### src/design/i2cm_pkg.sv
// Shared types and constants for the I2C master byte engine.
`default_nettype none

package i2cm_pkg;

  // Command codes carried with an input beat.
  localparam logic [1:0] CMD_START = 2'd0;
  localparam logic [1:0] CMD_STOP  = 2'd1;
  localparam logic [1:0] CMD_WRITE = 2'd2;
  localparam logic [1:0] CMD_READ  = 2'd3;

  // Configuration register indexes.
  localparam logic CFG_HALF_PERIOD = 1'b0;
  localparam logic CFG_ACK_TIMEOUT = 1'b1;

  // Register reset values.
  localparam logic [7:0]  HALF_PERIOD_RST = 8'd25;
  localparam logic [15:0] ACK_TIMEOUT_RST = 16'd500;

  // One input beat: one bus tick.
  typedef struct packed {
    logic       cmd_valid;
    logic [1:0] command;
    logic [7:0] tx_byte;
    logic       send_ack;
    logic       sda_in;
  } item_t;

  // One result beat: bus levels and status after the tick.
  typedef struct packed {
    logic       scl_out;
    logic       sda_out;
    logic       sda_drive;
    logic       busy_res;
    logic       done_res;
    logic       ack_received;
    logic       timed_out;
    logic [7:0] rx_byte;
  } res_t;

endpackage

`default_nettype wire

### src/design/i2cm_core.sv
// Bus sequencer: phase state, bit timing, shifting and the config registers.
`default_nettype none

module i2cm_core
  import i2cm_pkg::*;
(
  input  wire logic        clk_i,
  input  wire logic        rst_ni,
  input  wire logic        step_i,
  input  wire item_t       item_i,
  input  wire logic        cfg_we_i,
  input  wire logic        cfg_index_i,
  input  wire logic [15:0] cfg_data_i,
  output res_t             res_o
);

  typedef enum logic [3:0] {
    PH_IDLE     = 4'd0,
    PH_START_A  = 4'd1,
    PH_START_B  = 4'd2,
    PH_STOP_A   = 4'd3,
    PH_STOP_B   = 4'd4,
    PH_WR_LOW   = 4'd5,
    PH_WR_HIGH  = 4'd6,
    PH_ACK_LOW  = 4'd7,
    PH_ACK_HIGH = 4'd8,
    PH_RD_LOW   = 4'd9,
    PH_RD_HIGH  = 4'd10,
    PH_RA_LOW   = 4'd11,
    PH_RA_HIGH  = 4'd12
  } phase_e;

  phase_e      phase_q, phase_d;
  logic [3:0]  bit_q, bit_d;
  logic [7:0]  shift_q, shift_d;
  logic [7:0]  tick_q, tick_d;
  logic [15:0] wait_q, wait_d;
  logic        scl_q, scl_d;
  logic        sda_q, sda_d;
  logic        en_q, en_d;
  logic        ack_choice_q, ack_choice_d;
  logic        ack_q, ack_d;
  logic        to_q, to_d;
  logic [7:0]  rx_q, rx_d;
  logic [7:0]  half_q;
  logic [15:0] ack_to_q;

  logic [7:0]  hp;
  logic [8:0]  tick_inc;
  logic        elapsed;
  logic [7:0]  tick_sat;
  logic [16:0] wait_inc;
  logic [3:0]  bit_inc;
  logic [7:0]  shl;
  logic [7:0]  shl_in;
  logic        done;

  // Tick arithmetic shared by all phases.
  always_comb begin
    hp       = (half_q == 8'd0) ? 8'd1 : half_q;
    tick_inc = {1'b0, tick_q} + 9'd1;
    elapsed  = tick_inc >= {1'b0, hp};
    tick_sat = (tick_q < hp) ? tick_inc[7:0] : tick_q;
    wait_inc = {1'b0, wait_q} + 17'd1;
    bit_inc  = bit_q + 4'd1;
    shl      = {shift_q[6:0], 1'b0};
    shl_in   = {shift_q[6:0], item_i.sda_in};
  end

  // Next-state logic for one tick.
  always_comb begin
    phase_d      = phase_q;
    bit_d        = bit_q;
    shift_d      = shift_q;
    wait_d       = wait_q;
    scl_d        = scl_q;
    sda_d        = sda_q;
    en_d         = en_q;
    ack_choice_d = ack_choice_q;
    ack_d        = ack_q;
    to_d         = to_q;
    rx_d         = rx_q;
    done         = 1'b0;
    tick_d       = (phase_q == PH_IDLE || phase_q == PH_ACK_HIGH) ? tick_q : tick_inc[7:0];

    unique case (phase_q)
      PH_IDLE: begin
        if (item_i.cmd_valid) begin
          to_d   = 1'b0;
          bit_d  = 4'd0;
          tick_d = 8'd0;
          unique case (item_i.command)
            CMD_START: begin
              scl_d = 1'b1; sda_d = 1'b1; en_d = 1'b1;
              phase_d = PH_START_A;
            end
            CMD_STOP: begin
              scl_d = 1'b0; sda_d = 1'b0; en_d = 1'b1;
              phase_d = PH_STOP_A;
            end
            CMD_WRITE: begin
              ack_d   = 1'b0;
              shift_d = item_i.tx_byte;
              scl_d = 1'b0; sda_d = item_i.tx_byte[7]; en_d = 1'b1;
              phase_d = PH_WR_LOW;
            end
            default: begin
              ack_choice_d = item_i.send_ack;
              shift_d      = 8'd0;
              scl_d = 1'b0; sda_d = 1'b1; en_d = 1'b0;
              phase_d = PH_RD_LOW;
            end
          endcase
        end
      end
      PH_ACK_HIGH: begin
        // Poll SDA every tick once the high half has run out.
        tick_d = tick_sat;
        if (tick_sat >= hp) begin
          if (!item_i.sda_in) begin
            ack_d = 1'b1;
            scl_d = 1'b0; sda_d = 1'b1; en_d = 1'b0;
            phase_d = PH_IDLE;
            tick_d  = 8'd0;
            done    = 1'b1;
          end else if (wait_inc > {1'b0, ack_to_q}) begin
            ack_d = 1'b0;
            to_d  = 1'b1;
            scl_d = 1'b0; sda_d = 1'b0; en_d = 1'b1;
            phase_d = PH_STOP_A;
            tick_d  = 8'd0;
          end else begin
            wait_d = wait_inc[15:0];
          end
        end
      end
      PH_START_A: begin
        if (elapsed) begin
          scl_d = 1'b1; sda_d = 1'b0; en_d = 1'b1;
          phase_d = PH_START_B; tick_d = 8'd0;
        end
      end
      PH_START_B: begin
        if (elapsed) begin
          scl_d = 1'b0; sda_d = 1'b0; en_d = 1'b1;
          phase_d = PH_IDLE; tick_d = 8'd0; done = 1'b1;
        end
      end
      PH_STOP_A: begin
        if (elapsed) begin
          scl_d = 1'b1; sda_d = 1'b0; en_d = 1'b1;
          phase_d = PH_STOP_B; tick_d = 8'd0;
        end
      end
      PH_STOP_B: begin
        if (elapsed) begin
          scl_d = 1'b1; sda_d = 1'b1; en_d = 1'b1;
          phase_d = PH_IDLE; tick_d = 8'd0; done = 1'b1;
        end
      end
      PH_WR_LOW: begin
        if (elapsed) begin
          scl_d = 1'b1; en_d = 1'b1;
          phase_d = PH_WR_HIGH; tick_d = 8'd0;
        end
      end
      PH_WR_HIGH: begin
        if (elapsed) begin
          bit_d   = bit_inc;
          shift_d = shl;
          tick_d  = 8'd0;
          if (bit_inc >= 4'd8) begin
            scl_d = 1'b0; sda_d = 1'b1; en_d = 1'b0;
            phase_d = PH_ACK_LOW;
          end else begin
            scl_d = 1'b0; sda_d = shl[7]; en_d = 1'b1;
            phase_d = PH_WR_LOW;
          end
        end
      end
      PH_ACK_LOW: begin
        if (elapsed) begin
          scl_d = 1'b1; sda_d = 1'b1; en_d = 1'b0;
          wait_d  = 16'd0;
          phase_d = PH_ACK_HIGH; tick_d = 8'd0;
        end
      end
      PH_RD_LOW: begin
        if (elapsed) begin
          scl_d = 1'b1; sda_d = 1'b1; en_d = 1'b0;
          phase_d = PH_RD_HIGH; tick_d = 8'd0;
        end
      end
      PH_RD_HIGH: begin
        // Sample SDA on the last tick of the high half.
        if (elapsed) begin
          shift_d = shl_in;
          bit_d   = bit_inc;
          tick_d  = 8'd0;
          if (bit_inc >= 4'd8) begin
            scl_d = 1'b0; sda_d = !ack_choice_q; en_d = 1'b1;
            phase_d = PH_RA_LOW;
          end else begin
            scl_d = 1'b0; sda_d = 1'b1; en_d = 1'b0;
            phase_d = PH_RD_LOW;
          end
        end
      end
      PH_RA_LOW: begin
        if (elapsed) begin
          scl_d = 1'b1; en_d = 1'b1;
          phase_d = PH_RA_HIGH; tick_d = 8'd0;
        end
      end
      PH_RA_HIGH: begin
        if (elapsed) begin
          scl_d = 1'b0; en_d = 1'b1;
          rx_d  = shift_q;
          phase_d = PH_IDLE; tick_d = 8'd0; done = 1'b1;
        end
      end
      default: begin
        phase_d = PH_IDLE;
        tick_d  = 8'd0;
      end
    endcase
  end

  // Result of this tick: levels after the update.
  always_comb begin
    res_o.scl_out      = scl_d;
    res_o.sda_out      = en_d ? sda_d : 1'b1;
    res_o.sda_drive    = en_d;
    res_o.busy_res     = phase_d != PH_IDLE;
    res_o.done_res     = done;
    res_o.ack_received = ack_d;
    res_o.timed_out    = to_d;
    res_o.rx_byte      = rx_d;
  end

  // State and config registers; state moves only on an accepted beat.
  always_ff @(posedge clk_i or negedge rst_ni) begin
    if (!rst_ni) begin
      phase_q      <= PH_IDLE;
      bit_q        <= 4'd0;
      shift_q      <= 8'd0;
      tick_q       <= 8'd0;
      wait_q       <= 16'd0;
      scl_q        <= 1'b1;
      sda_q        <= 1'b1;
      en_q         <= 1'b1;
      ack_choice_q <= 1'b0;
      ack_q        <= 1'b0;
      to_q         <= 1'b0;
      rx_q         <= 8'd0;
      half_q       <= HALF_PERIOD_RST;
      ack_to_q     <= ACK_TIMEOUT_RST;
    end else begin
      if (step_i) begin
        phase_q      <= phase_d;
        bit_q        <= bit_d;
        shift_q      <= shift_d;
        tick_q       <= tick_d;
        wait_q       <= wait_d;
        scl_q        <= scl_d;
        sda_q        <= sda_d;
        en_q         <= en_d;
        ack_choice_q <= ack_choice_d;
        ack_q        <= ack_d;
        to_q         <= to_d;
        rx_q         <= rx_d;
      end
      if (cfg_we_i) begin
        unique case (cfg_index_i)
          CFG_HALF_PERIOD: half_q   <= cfg_data_i[7:0];
          CFG_ACK_TIMEOUT: ack_to_q <= cfg_data_i;
          default:         ack_to_q <= ack_to_q;
        endcase
      end
    end
  end

  // The sequencer holds still between accepted beats.
  a_hold: assert property (@(posedge clk_i) disable iff (!rst_ni)
    !step_i |=> $stable(phase_q) && $stable(tick_q))
    else $error("phase moved without an accepted beat");

  // A completed command always returns to idle.
  a_done_idle: assert property (@(posedge clk_i) disable iff (!rst_ni)
    step_i && res_o.done_res |=> phase_q == PH_IDLE)
    else $error("done without return to idle");

  // The tick counter is cleared whenever the engine is idle.
  a_idle_tick: assert property (@(posedge clk_i) disable iff (!rst_ni)
    phase_q == PH_IDLE |-> tick_q == 8'd0)
    else $error("tick counter not cleared in idle");

endmodule

`default_nettype wire

### src/design/i2cm_outbuf.sv
// Two-entry output register with skid stage between engine and result channel.
`default_nettype none

module i2cm_outbuf
  import i2cm_pkg::*;
(
  input  wire logic clk_i,
  input  wire logic rst_ni,
  input  wire logic in_valid_i,
  output logic      in_stall_o,
  input  wire res_t res_i,
  output logic      out_valid_o,
  input  wire logic out_stall_i,
  output res_t      res_o
);

  logic out_vld_q;
  logic skid_vld_q;
  res_t out_q;
  res_t skid_q;
  logic push;
  logic take;

  assign in_stall_o  = skid_vld_q;
  assign push        = in_valid_i && !skid_vld_q;
  assign take        = out_vld_q && !out_stall_i;
  assign out_valid_o = out_vld_q;
  assign res_o       = out_q;

  // Control: skid drains into the output register first, keeping order.
  always_ff @(posedge clk_i or negedge rst_ni) begin
    if (!rst_ni) begin
      out_vld_q  <= 1'b0;
      skid_vld_q <= 1'b0;
    end else if (take || !out_vld_q) begin
      if (skid_vld_q) begin
        out_vld_q  <= 1'b1;
        skid_vld_q <= 1'b0;
      end else begin
        out_vld_q <= push;
      end
    end else if (push) begin
      skid_vld_q <= 1'b1;
    end
  end

  // Payload registers.
  always_ff @(posedge clk_i) begin
    if (take || !out_vld_q) begin
      if (skid_vld_q) begin
        out_q <= skid_q;
      end else if (push) begin
        out_q <= res_i;
      end
    end else if (push) begin
      skid_q <= res_i;
    end
  end

  // The skid entry is only occupied behind a full output register.
  a_skid_order: assert property (@(posedge clk_i) disable iff (!rst_ni)
    skid_vld_q |-> out_vld_q)
    else $error("skid full while output register empty");

  // A beat arriving behind a stalled result lands in the skid entry.
  a_skid_fill: assert property (@(posedge clk_i) disable iff (!rst_ni)
    push && out_vld_q && !take |=> skid_vld_q)
    else $error("beat lost behind stalled result");

  // A drained skid entry moves into the output register.
  a_skid_drain: assert property (@(posedge clk_i) disable iff (!rst_ni)
    skid_vld_q && take |=> out_vld_q && !skid_vld_q)
    else $error("skid entry not moved forward");

endmodule

`default_nettype wire

### src/design/i2c_master_byte_engine.sv
// Top level of the I2C master byte engine: sequencer plus output buffer.
//
//   Channel   Direction  Handshake                 Payload
//   in        input      in_valid_i / in_stall_o   cmd_valid, command, tx_byte, send_ack, sda_in
//   out       output     out_valid_o / out_stall_i scl_out .. rx_byte
//   cfg       input      cfg_valid_i / cfg_ready_o cfg_index_i, cfg_data_i
//
// Each input beat is one bus tick and yields exactly one result beat.
// One beat is accepted every cycle while in_stall_o is low; its result is registered in the output
// register, or in the skid entry behind a stalled result. The sequencer update is combinational between
// the state registers and the output register; a two-entry output buffer absorbs stalls.
// Input stalls only when both output entries hold results.
// Reset is asynchronous and active low; it restores bus idle and default config.
`default_nettype none

module i2c_master_byte_engine
  import i2cm_pkg::*;
(
  input  wire logic        clk_i,
  input  wire logic        rst_ni,
  input  wire logic        in_valid_i,
  output logic             in_stall_o,
  input  wire logic        cmd_valid_i,
  input  wire logic [1:0]  command_i,
  input  wire logic [7:0]  tx_byte_i,
  input  wire logic        send_ack_i,
  input  wire logic        sda_in_i,
  output logic             out_valid_o,
  input  wire logic        out_stall_i,
  output logic             scl_out_o,
  output logic             sda_out_o,
  output logic             sda_drive_o,
  output logic             busy_res_o,
  output logic             done_res_o,
  output logic             ack_received_o,
  output logic             timed_out_o,
  output logic [7:0]       rx_byte_o,
  input  wire logic        cfg_valid_i,
  output logic             cfg_ready_o,
  input  wire logic        cfg_index_i,
  input  wire logic [15:0] cfg_data_i
);

  item_t item;
  res_t  step_res;
  res_t  out_res;
  logic  accept;

  // Input beat assembly and acceptance.
  assign item.cmd_valid = cmd_valid_i;
  assign item.command   = command_i;
  assign item.tx_byte   = tx_byte_i;
  assign item.send_ack  = send_ack_i;
  assign item.sda_in    = sda_in_i;
  assign accept         = in_valid_i && !in_stall_o;
  assign cfg_ready_o    = 1'b1;

  i2cm_core u_core (
    .clk_i       (clk_i),
    .rst_ni      (rst_ni),
    .step_i      (accept),
    .item_i      (item),
    .cfg_we_i    (cfg_valid_i && cfg_ready_o),
    .cfg_index_i (cfg_index_i),
    .cfg_data_i  (cfg_data_i),
    .res_o       (step_res)
  );

  i2cm_outbuf u_outbuf (
    .clk_i       (clk_i),
    .rst_ni      (rst_ni),
    .in_valid_i  (in_valid_i),
    .in_stall_o  (in_stall_o),
    .res_i       (step_res),
    .out_valid_o (out_valid_o),
    .out_stall_i (out_stall_i),
    .res_o       (out_res)
  );

  // Result beat fields.
  assign scl_out_o      = out_res.scl_out;
  assign sda_out_o      = out_res.sda_out;
  assign sda_drive_o    = out_res.sda_drive;
  assign busy_res_o     = out_res.busy_res;
  assign done_res_o     = out_res.done_res;
  assign ack_received_o = out_res.ack_received;
  assign timed_out_o    = out_res.timed_out;
  assign rx_byte_o      = out_res.rx_byte;

endmodule

`default_nettype wire

### config.mk
export PLATFORM = sky130hd
export DESIGN_NAME = i2c_master_byte_engine
export DESIGN_NICKNAME = d
export VERILOG_FILES = /design/src/design/i2cm_pkg.sv /design/src/design/i2cm_core.sv /design/src/design/i2cm_outbuf.sv /design/src/design/i2c_master_byte_engine.sv
export SDC_FILE = /design/constraint.sdc
export NUM_CORES = 1
export LEC_CHECK = 0
export ABC_AREA = 0
export BUFFER_PORTS_ARGS = -buffer_cell sky130_fd_sc_hd__buf_2
export CORE_ASPECT_RATIO = 0.8
export CORE_UTILIZATION = 50
export DETAILED_ROUTE_END_ITERATION = 10
export PLACE_DENSITY = 0.68
export SLEW_MARGIN = 0
export SYNTH_ARGS = -nofsm -noshare
export SYNTH_HDL_FRONTEND = slang
export SYNTH_HIERARCHICAL = 1
export SYNTH_SLANG_ARGS = --single-unit
### constraint.sdc
create_clock -name clk_i -period 12.57 [get_ports clk_i]
set_input_delay 1.257 -clock clk_i [delete_from_list [all_inputs] [get_ports clk_i]]
set_output_delay 1.257 -clock clk_i [all_outputs]
set_load 0.01 [all_outputs]
**Word-level counts from Yosys, hierarchy flattened**

Index checks and enable logic that the tools add are counted.

- Flip-flop bits (word level): 110
- Bits in latches: 0
- RAM bits: 0
- Memory bits (read-only): 0
- Input bits: 35
- Output and inout bits: 18
- Memories: 0

- $add $sub $neg: 3
- Multiply operators: 0
- Divide/modulo/power cells: 0
- Magnitude comparators: 5
- Equality and inequality tests: 23
- Shifts and indexed selects: 0
- Mux-type cells: 94
- Bitwise logic cells: 3
- Reductions and logical operators: 36

Operator list:

| kind | number |
|---|---|
| 8-bit 2-to-1 mux | 13 |
| 16-bit 2-to-1 mux | 4 |
| 4-bit 2-to-1 mux | 15 |
| 8-bit one-hot mux with 3 select lines | 2 |
| 1-bit 2-to-1 mux | 44 |
| 4-bit one-hot mux with 11 select lines | 1 |
| 16-bit one-hot mux with 2 select lines | 1 |
| 15-bit 2-to-1 mux | 2 |
| 4-bit == test, second input constant | 5 |
| 16-bit by 1-bit adder with 17-bit output, second input constant | 1 |
| 17-bit by 16-bit > comparator with 1-bit output | 1 |
| 4-bit by 3-bit == test with 1-bit output, second input constant | 4 |
| 8-bit one-hot mux with 2 select lines | 1 |
| 7-bit OR reduction | 2 |
| 1-bit one-hot mux with 6 select lines | 2 |
| 4-bit one-hot mux with 3 select lines | 1 |
| 6-bit AND reduction | 2 |
| 3-bit OR reduction | 4 |
| 11-bit OR reduction | 1 |
| 2-bit inequality test, second input constant | 5 |
| 8-bit by 1-bit adder with 9-bit output, second input constant | 1 |
| 9-bit by 8-bit >= comparator with 1-bit output | 1 |
| 4-bit by 2-bit == test with 1-bit output, second input constant | 2 |
| 8-bit >= comparator | 1 |
| 25 further kinds | 48 |

**Longest topological paths before layout**

- Depth in word-level cells: 10
- Mapped depth: 20

**Cells and area by module**

Netlist, hierarchy kept.

Modules (own cells, without submodules):

| module | instances | cells an instance | area an instance (µm²) |
|---|---|---|---|
| i2cm_core | 1 | 624 | 5586.6 |
| i2cm_outbuf | 1 | 53 | 1213.7 |
| i2c_master_byte_engine | 1 | 3 | 25.0 |

**Worst setup path after synthesis**

No wires, ideal clock.

- Path type: register -> register
- Start point: register u_core.half_q[1]
- End point: register u_outbuf.out_q (netlist bit u_outbuf/res_o[13]), data pin
- Data arrival time: 4.251 ns
- Required time: 12.310 ns
- Slack: 8.059 ns
- Stages on the path, launching flop included: 18
- Buffers on the path: 0
- Clock period less this slack: 4.511 ns
- Cells stage by stage: dfrtp_1 nor4_1 a41o_1 ha_1 nor2b_1 o21ai_0 a21oi_1 o22ai_1 mux2_2 ha_1 a2111o_1 a311oi_4 nor2_1 a31oi_1 o2111a_1 o41a_1 o21ai_0 mux2_2

RTL lines:

| item | line | source |
|---|---|---|
| start: declaration | i2cm_core.sv:45 | `logic [7:0] half_q;` |
| start signal: assignment | i2cm_core.sv:275 | `CFG_HALF_PERIOD: half_q <= cfg_data_i[7:0];` |
| end signal: assignment | i2cm_outbuf.sv:51 | `out_q <= skid_q;` |
| end signal: assignment | i2cm_outbuf.sv:53 | `out_q <= res_i;` |
| end: declaration | i2cm_outbuf.sv:19 | `res_t out_q;` |

==> results summary <==
The tree is rooted in a clkbuf_16. The achievable clock frequency came out at between 150 and 200 MHz. The global route total overflow came out at 0. STA classifies the critical path endpoint as a flop.

The number of I/O pins is 53. The sequential fraction of the synthesis area came out at 0.427. The reported max-cap violation count came out at 0. The number of antenna diodes in the final layout is 0. The final-report hold violation count was 0. The layout filler cell count came out at around 1,100. The layer carrying the most global-route usage is met2.

The cell count after synthesis came out at 680. During synthesis, Yosys emitted a total of 6 warnings. The slowest stage of the critical path belongs to the cell o22ai_1. The clock passes through at most 2 buffers.

The starting density of the core is 0.521. The maximum number of pins on one net before global-route repair is a little over 80. The wire length of the first global-routing pass came out at around 26,000 um.

The initial DRC count came out at 475. Row generation in the floorplan step produced 37 rows. Counting flops with a built-in enable in the synthesized netlist gives 30. Of all nets on the critical path, the largest fanout is 10. The flow ran to the end, and the final reports show no timing, DRC or antenna violations. The number of gates given a new drive strength after cts came out at 0. The count of buffering cells on the critical path with inverters included is 0. The share of async-settable or async-resettable flops after synthesis is 0.727. In this run the tightest slew margin relative to its limit is 0.125. In this run the standard cell core region covers between 10,000 and 15,000 um2. The overall via count from detail_route came out at roughly 5,300. The number of clock buffers inserted by TritonCTS is 9. The path class of the tightest hold or removal check is reg2reg. After detailed routing, the number of vias per cell comes to around 6. The clock insertion delay at the later pin of the skew report came out at roughly 360 ps. After clock tree synthesis, the clock-pin slew on the worst setup and hold paths is 70 ps. The portion of synthesized cell area occupied by the leading cell type came out at 0.249. The global-route usage over all layers came out at 0.237. The vertical die dimension came out at 107 um. Among all flip-flop cells after synthesis, the most frequent one is dfrtp_1. The die covers roughly 14,000 um2. The final layout contains slightly below 800 nets. The length in cells of the worst reg-to-reg path came out at 17. Setup repair after global routing left no endpoint under its margin. In the post-synthesis netlist, the cell with the most instances is dfrtp_1. In this run the static leakage power is around 3.4 nW. The remaining antenna violation count after routing is 0. The number of distinct standard cells referenced by the synthesized netlist is 73. The critical path data arrival time came out at approximately 5300 ps.

For this block, the routed nets add up to 15,500 um of wire. Setup violations remaining at the end of the flow were counted as 0. The final critical delay including setup and external delays is 5200 ps. The global placer's final weighted congestion is 0.923. The synthesis-to-finish area growth is 8.74%.

The global routing usage on met3 is 0.0563. The met2 layer usage reported by global route came out at 0.367. The kind of cell with the highest combined delay along the critical path is compound AO/OA/AOI/OAI gates. The actual transition at the worst max-transition pin came out at 1300 ps.

The mapped netlist covers between 6000 and 7000 um2. The number of clock sinks seen by CTS is 110. The number of buffers inserted by port buffering is 51. In the routed design, unresolved DRC markers number 0. In this run the number of H-tree levels came out at 3. The clock tree skew after final layout came out at around 8.5 ps. TritonCTS built the clock tree.

The worst voltage drop across the vdd grid is ~0.099 mV. The count of buffers added by post-CTS timing repair for setup came out at 0. After clock tree synthesis, the flow added hold-fix buffers numbering 0. The share of layout cells above drive strength 1 is 0.208. The number of global-route vias before repair came out at 5,121. The number of search-and-repair iterations in the first detailed-routing pass came out at 5. The worst setup path is of the reg2reg kind. Sorting the synthesized cells by area gives the leading types as dfrtp_1, edfxtp_1, ha_1, mux2_2, dfstp_2.

The final max-slew violation count was 0. The placement-stage cell area came out at 7110 um2. Dividing total power by cell area gives a power density of between 150 and 200 nW/um2. The cell accounting for the most synthesized area is dfrtp_1.

By count the netlist is led by dfrtp_1, nand2_1, o21ai_0. The HPWL after detailed placement is 11,300 um. The worst setup path is launched from a flop. With fillers left out, the area of the finished cells amounts to about 7400 um2. The worst stage delay on the critical path is slightly below 700 ps. Traced cell by cell, the critical path runs through nor4_1 -> a41o_1 -> ha_1 -> nor2b_1 -> o21ai_0 -> a21oi_1 -> o22ai_1 -> mux2_2 -> ha_1 -> a2111o_1 -> a311oi_4 -> nor2_1 -> a31oi_1 -> o2111a_1 -> o41a_1 -> o21ai_0 -> mux2_2. The ratio of final minimum period to clock period is 0.414. The initial antenna violation count was 0.

In the final routed layout, each cell accounts on average for ~17 um. The critical path depth came out at 17. In the global route stage, met1 resource usage came out at 0.330. The final setup TNS is 0 ps.

The number of flip-flops and latches in the synthesized netlist came out at 110. The die is between 100 and 150 um wide. Counting instances, the worst hold path has a depth of 1. The required arrival time at the worst endpoint came out at 12,680 ps.

The post-synth net total is about 760. Each instance of the synthesized netlist takes up on average roughly 10 um2.
==> state kept, by name, indices dropped and copies added, names as in the netlist, 4 cells and up <==
name,count
u_core/tick_q,8
u_core/bit_q,4
u_core/phase_q,4
u_core/shift_q,8
u_core/ack_to_q,16
u_outbuf/skid_q,15
u_core/rx_q,8
u_outbuf/res_o,15
u_core/half_q,8
u_core/wait_q,16
==> layer usage <==
layer  up-vias  part of all wire
met4         0             0.015
met1      2565              0.47
met2       174              0.46
met3        17             0.057
met5         -                 0
li1       2534                 -
==> where the power goes <==
| group | total [W] | internal, W | leakage (nW) | switching, W |
|---|---|---|---|---|
| Combinational | 0.000405 | 0.000164 | 1.93 | 0.000241 |
| Sequential | 0.000506 | 0.000429 | 1.29 | 0.0000770 |
| Clock | 0.000296 | 0.000159 | 0.147 | 0.000137 |
| Total | 0.00121 | 0.000751 | 3.37 | 0.000455 |
==> final timing paths <==
path | start | endpoint | slack, ps
setup / recovery | u_core/half_q[1] | u_outbuf/res_o[13] | 7370
hold reg to reg | u_core/rx_q[3] | u_core/rx_q[3] | 510
setup reg to reg | u_core/half_q[1] | u_outbuf/res_o[13] | 7370
max in group asynchronous | rst_ni | u_core/phase_q[1] | 10820
min in group asynchronous | rst_ni | u_core/ack_choice_q | 1080
hold / removal | u_core/rx_q[3] | u_core/rx_q[3] | 510
==> cells by family (layout without fill, tap and decap cells) <==
kind of cell               after synthesis  after routing  synth area share
other                                    1              1          0.000549
muxes                                   52             52            0.0889
DFF                                    110            110             0.427
buffers and inverters                   65            101            0.0469
AOI/OAI and AO/OA                      185            185             0.178
xor gates and xnor gates                29             29            0.0372
adders and majority gates               43             43            0.0788
and+or+nand+nor                        195            195             0.142
==> layout make-up <==
cell class	instances	area, um2	share of cell area
Inverter	33	124	0.0167
Clock inverter	6	80.1	0.0108
Sequential cell	110	2920	0.393
Tap cell	175	219	0.0295
Timing Repair Buffer	52	265	0.0357
Clock buffer	10	229	0.0308
Multi-Input combinational cell	505	3590	0.483
==> cell usage in the layout (no fill, tap or decap), drive strengths merged, types with 7 or more instances in the layout <==
| cell | netlist | routed |
|---|---|---|
| and3 | 16 | 16 |
| buf | 15 | 52 |
| ha | 43 | 43 |
| a22o | 11 | 11 |
| nor2 | 45 | 45 |
| nand2 | 66 | 66 |
| edfxtp | 30 | 30 |
| clkbuf | 17 | 10 |
| a31oi | 14 | 14 |
| mux2 | 51 | 51 |
| dfstp | 12 | 12 |
| a21oi | 43 | 43 |
| xor2 | 11 | 11 |
| nor3 | 13 | 13 |
| nand3 | 16 | 16 |
| inv | 33 | 36 |
| o21ai | 61 | 61 |
| a21o | 7 | 7 |
| xnor2 | 18 | 18 |
| dfrtp | 68 | 68 |
| nor2b | 8 | 8 |
==> stage by stage <==
stage	setup WS (ps)	util	hold slack (ps)	total power, W	cells
2_1_floorplan	8060	-	446	0.000809	680
3_3_place_gp	7650	0.543	474	0.000893	875
3_5_place_dp	7470	0.543	488	0.000909	875
4_1_cts	7410	0.567	512	0.00121	891
5_1_grt	6960	0.567	518	0.00128	891
6_report	7370	0.567	506	0.00121	891
==> worst reg2reg max path, delay by kind of cell (launching register included) <==
| family | cells | cell delay, ps |
|---|---|---|
| AOI/OAI and AO/OA | 10 | 2880 |
| muxes | 2 | 700 |
| and+or+nand+nor | 3 | 520 |
| adders and majority gates | 2 | 450 |
| DFF | 1 | 390 |
(Power assumes the default switching activity.)
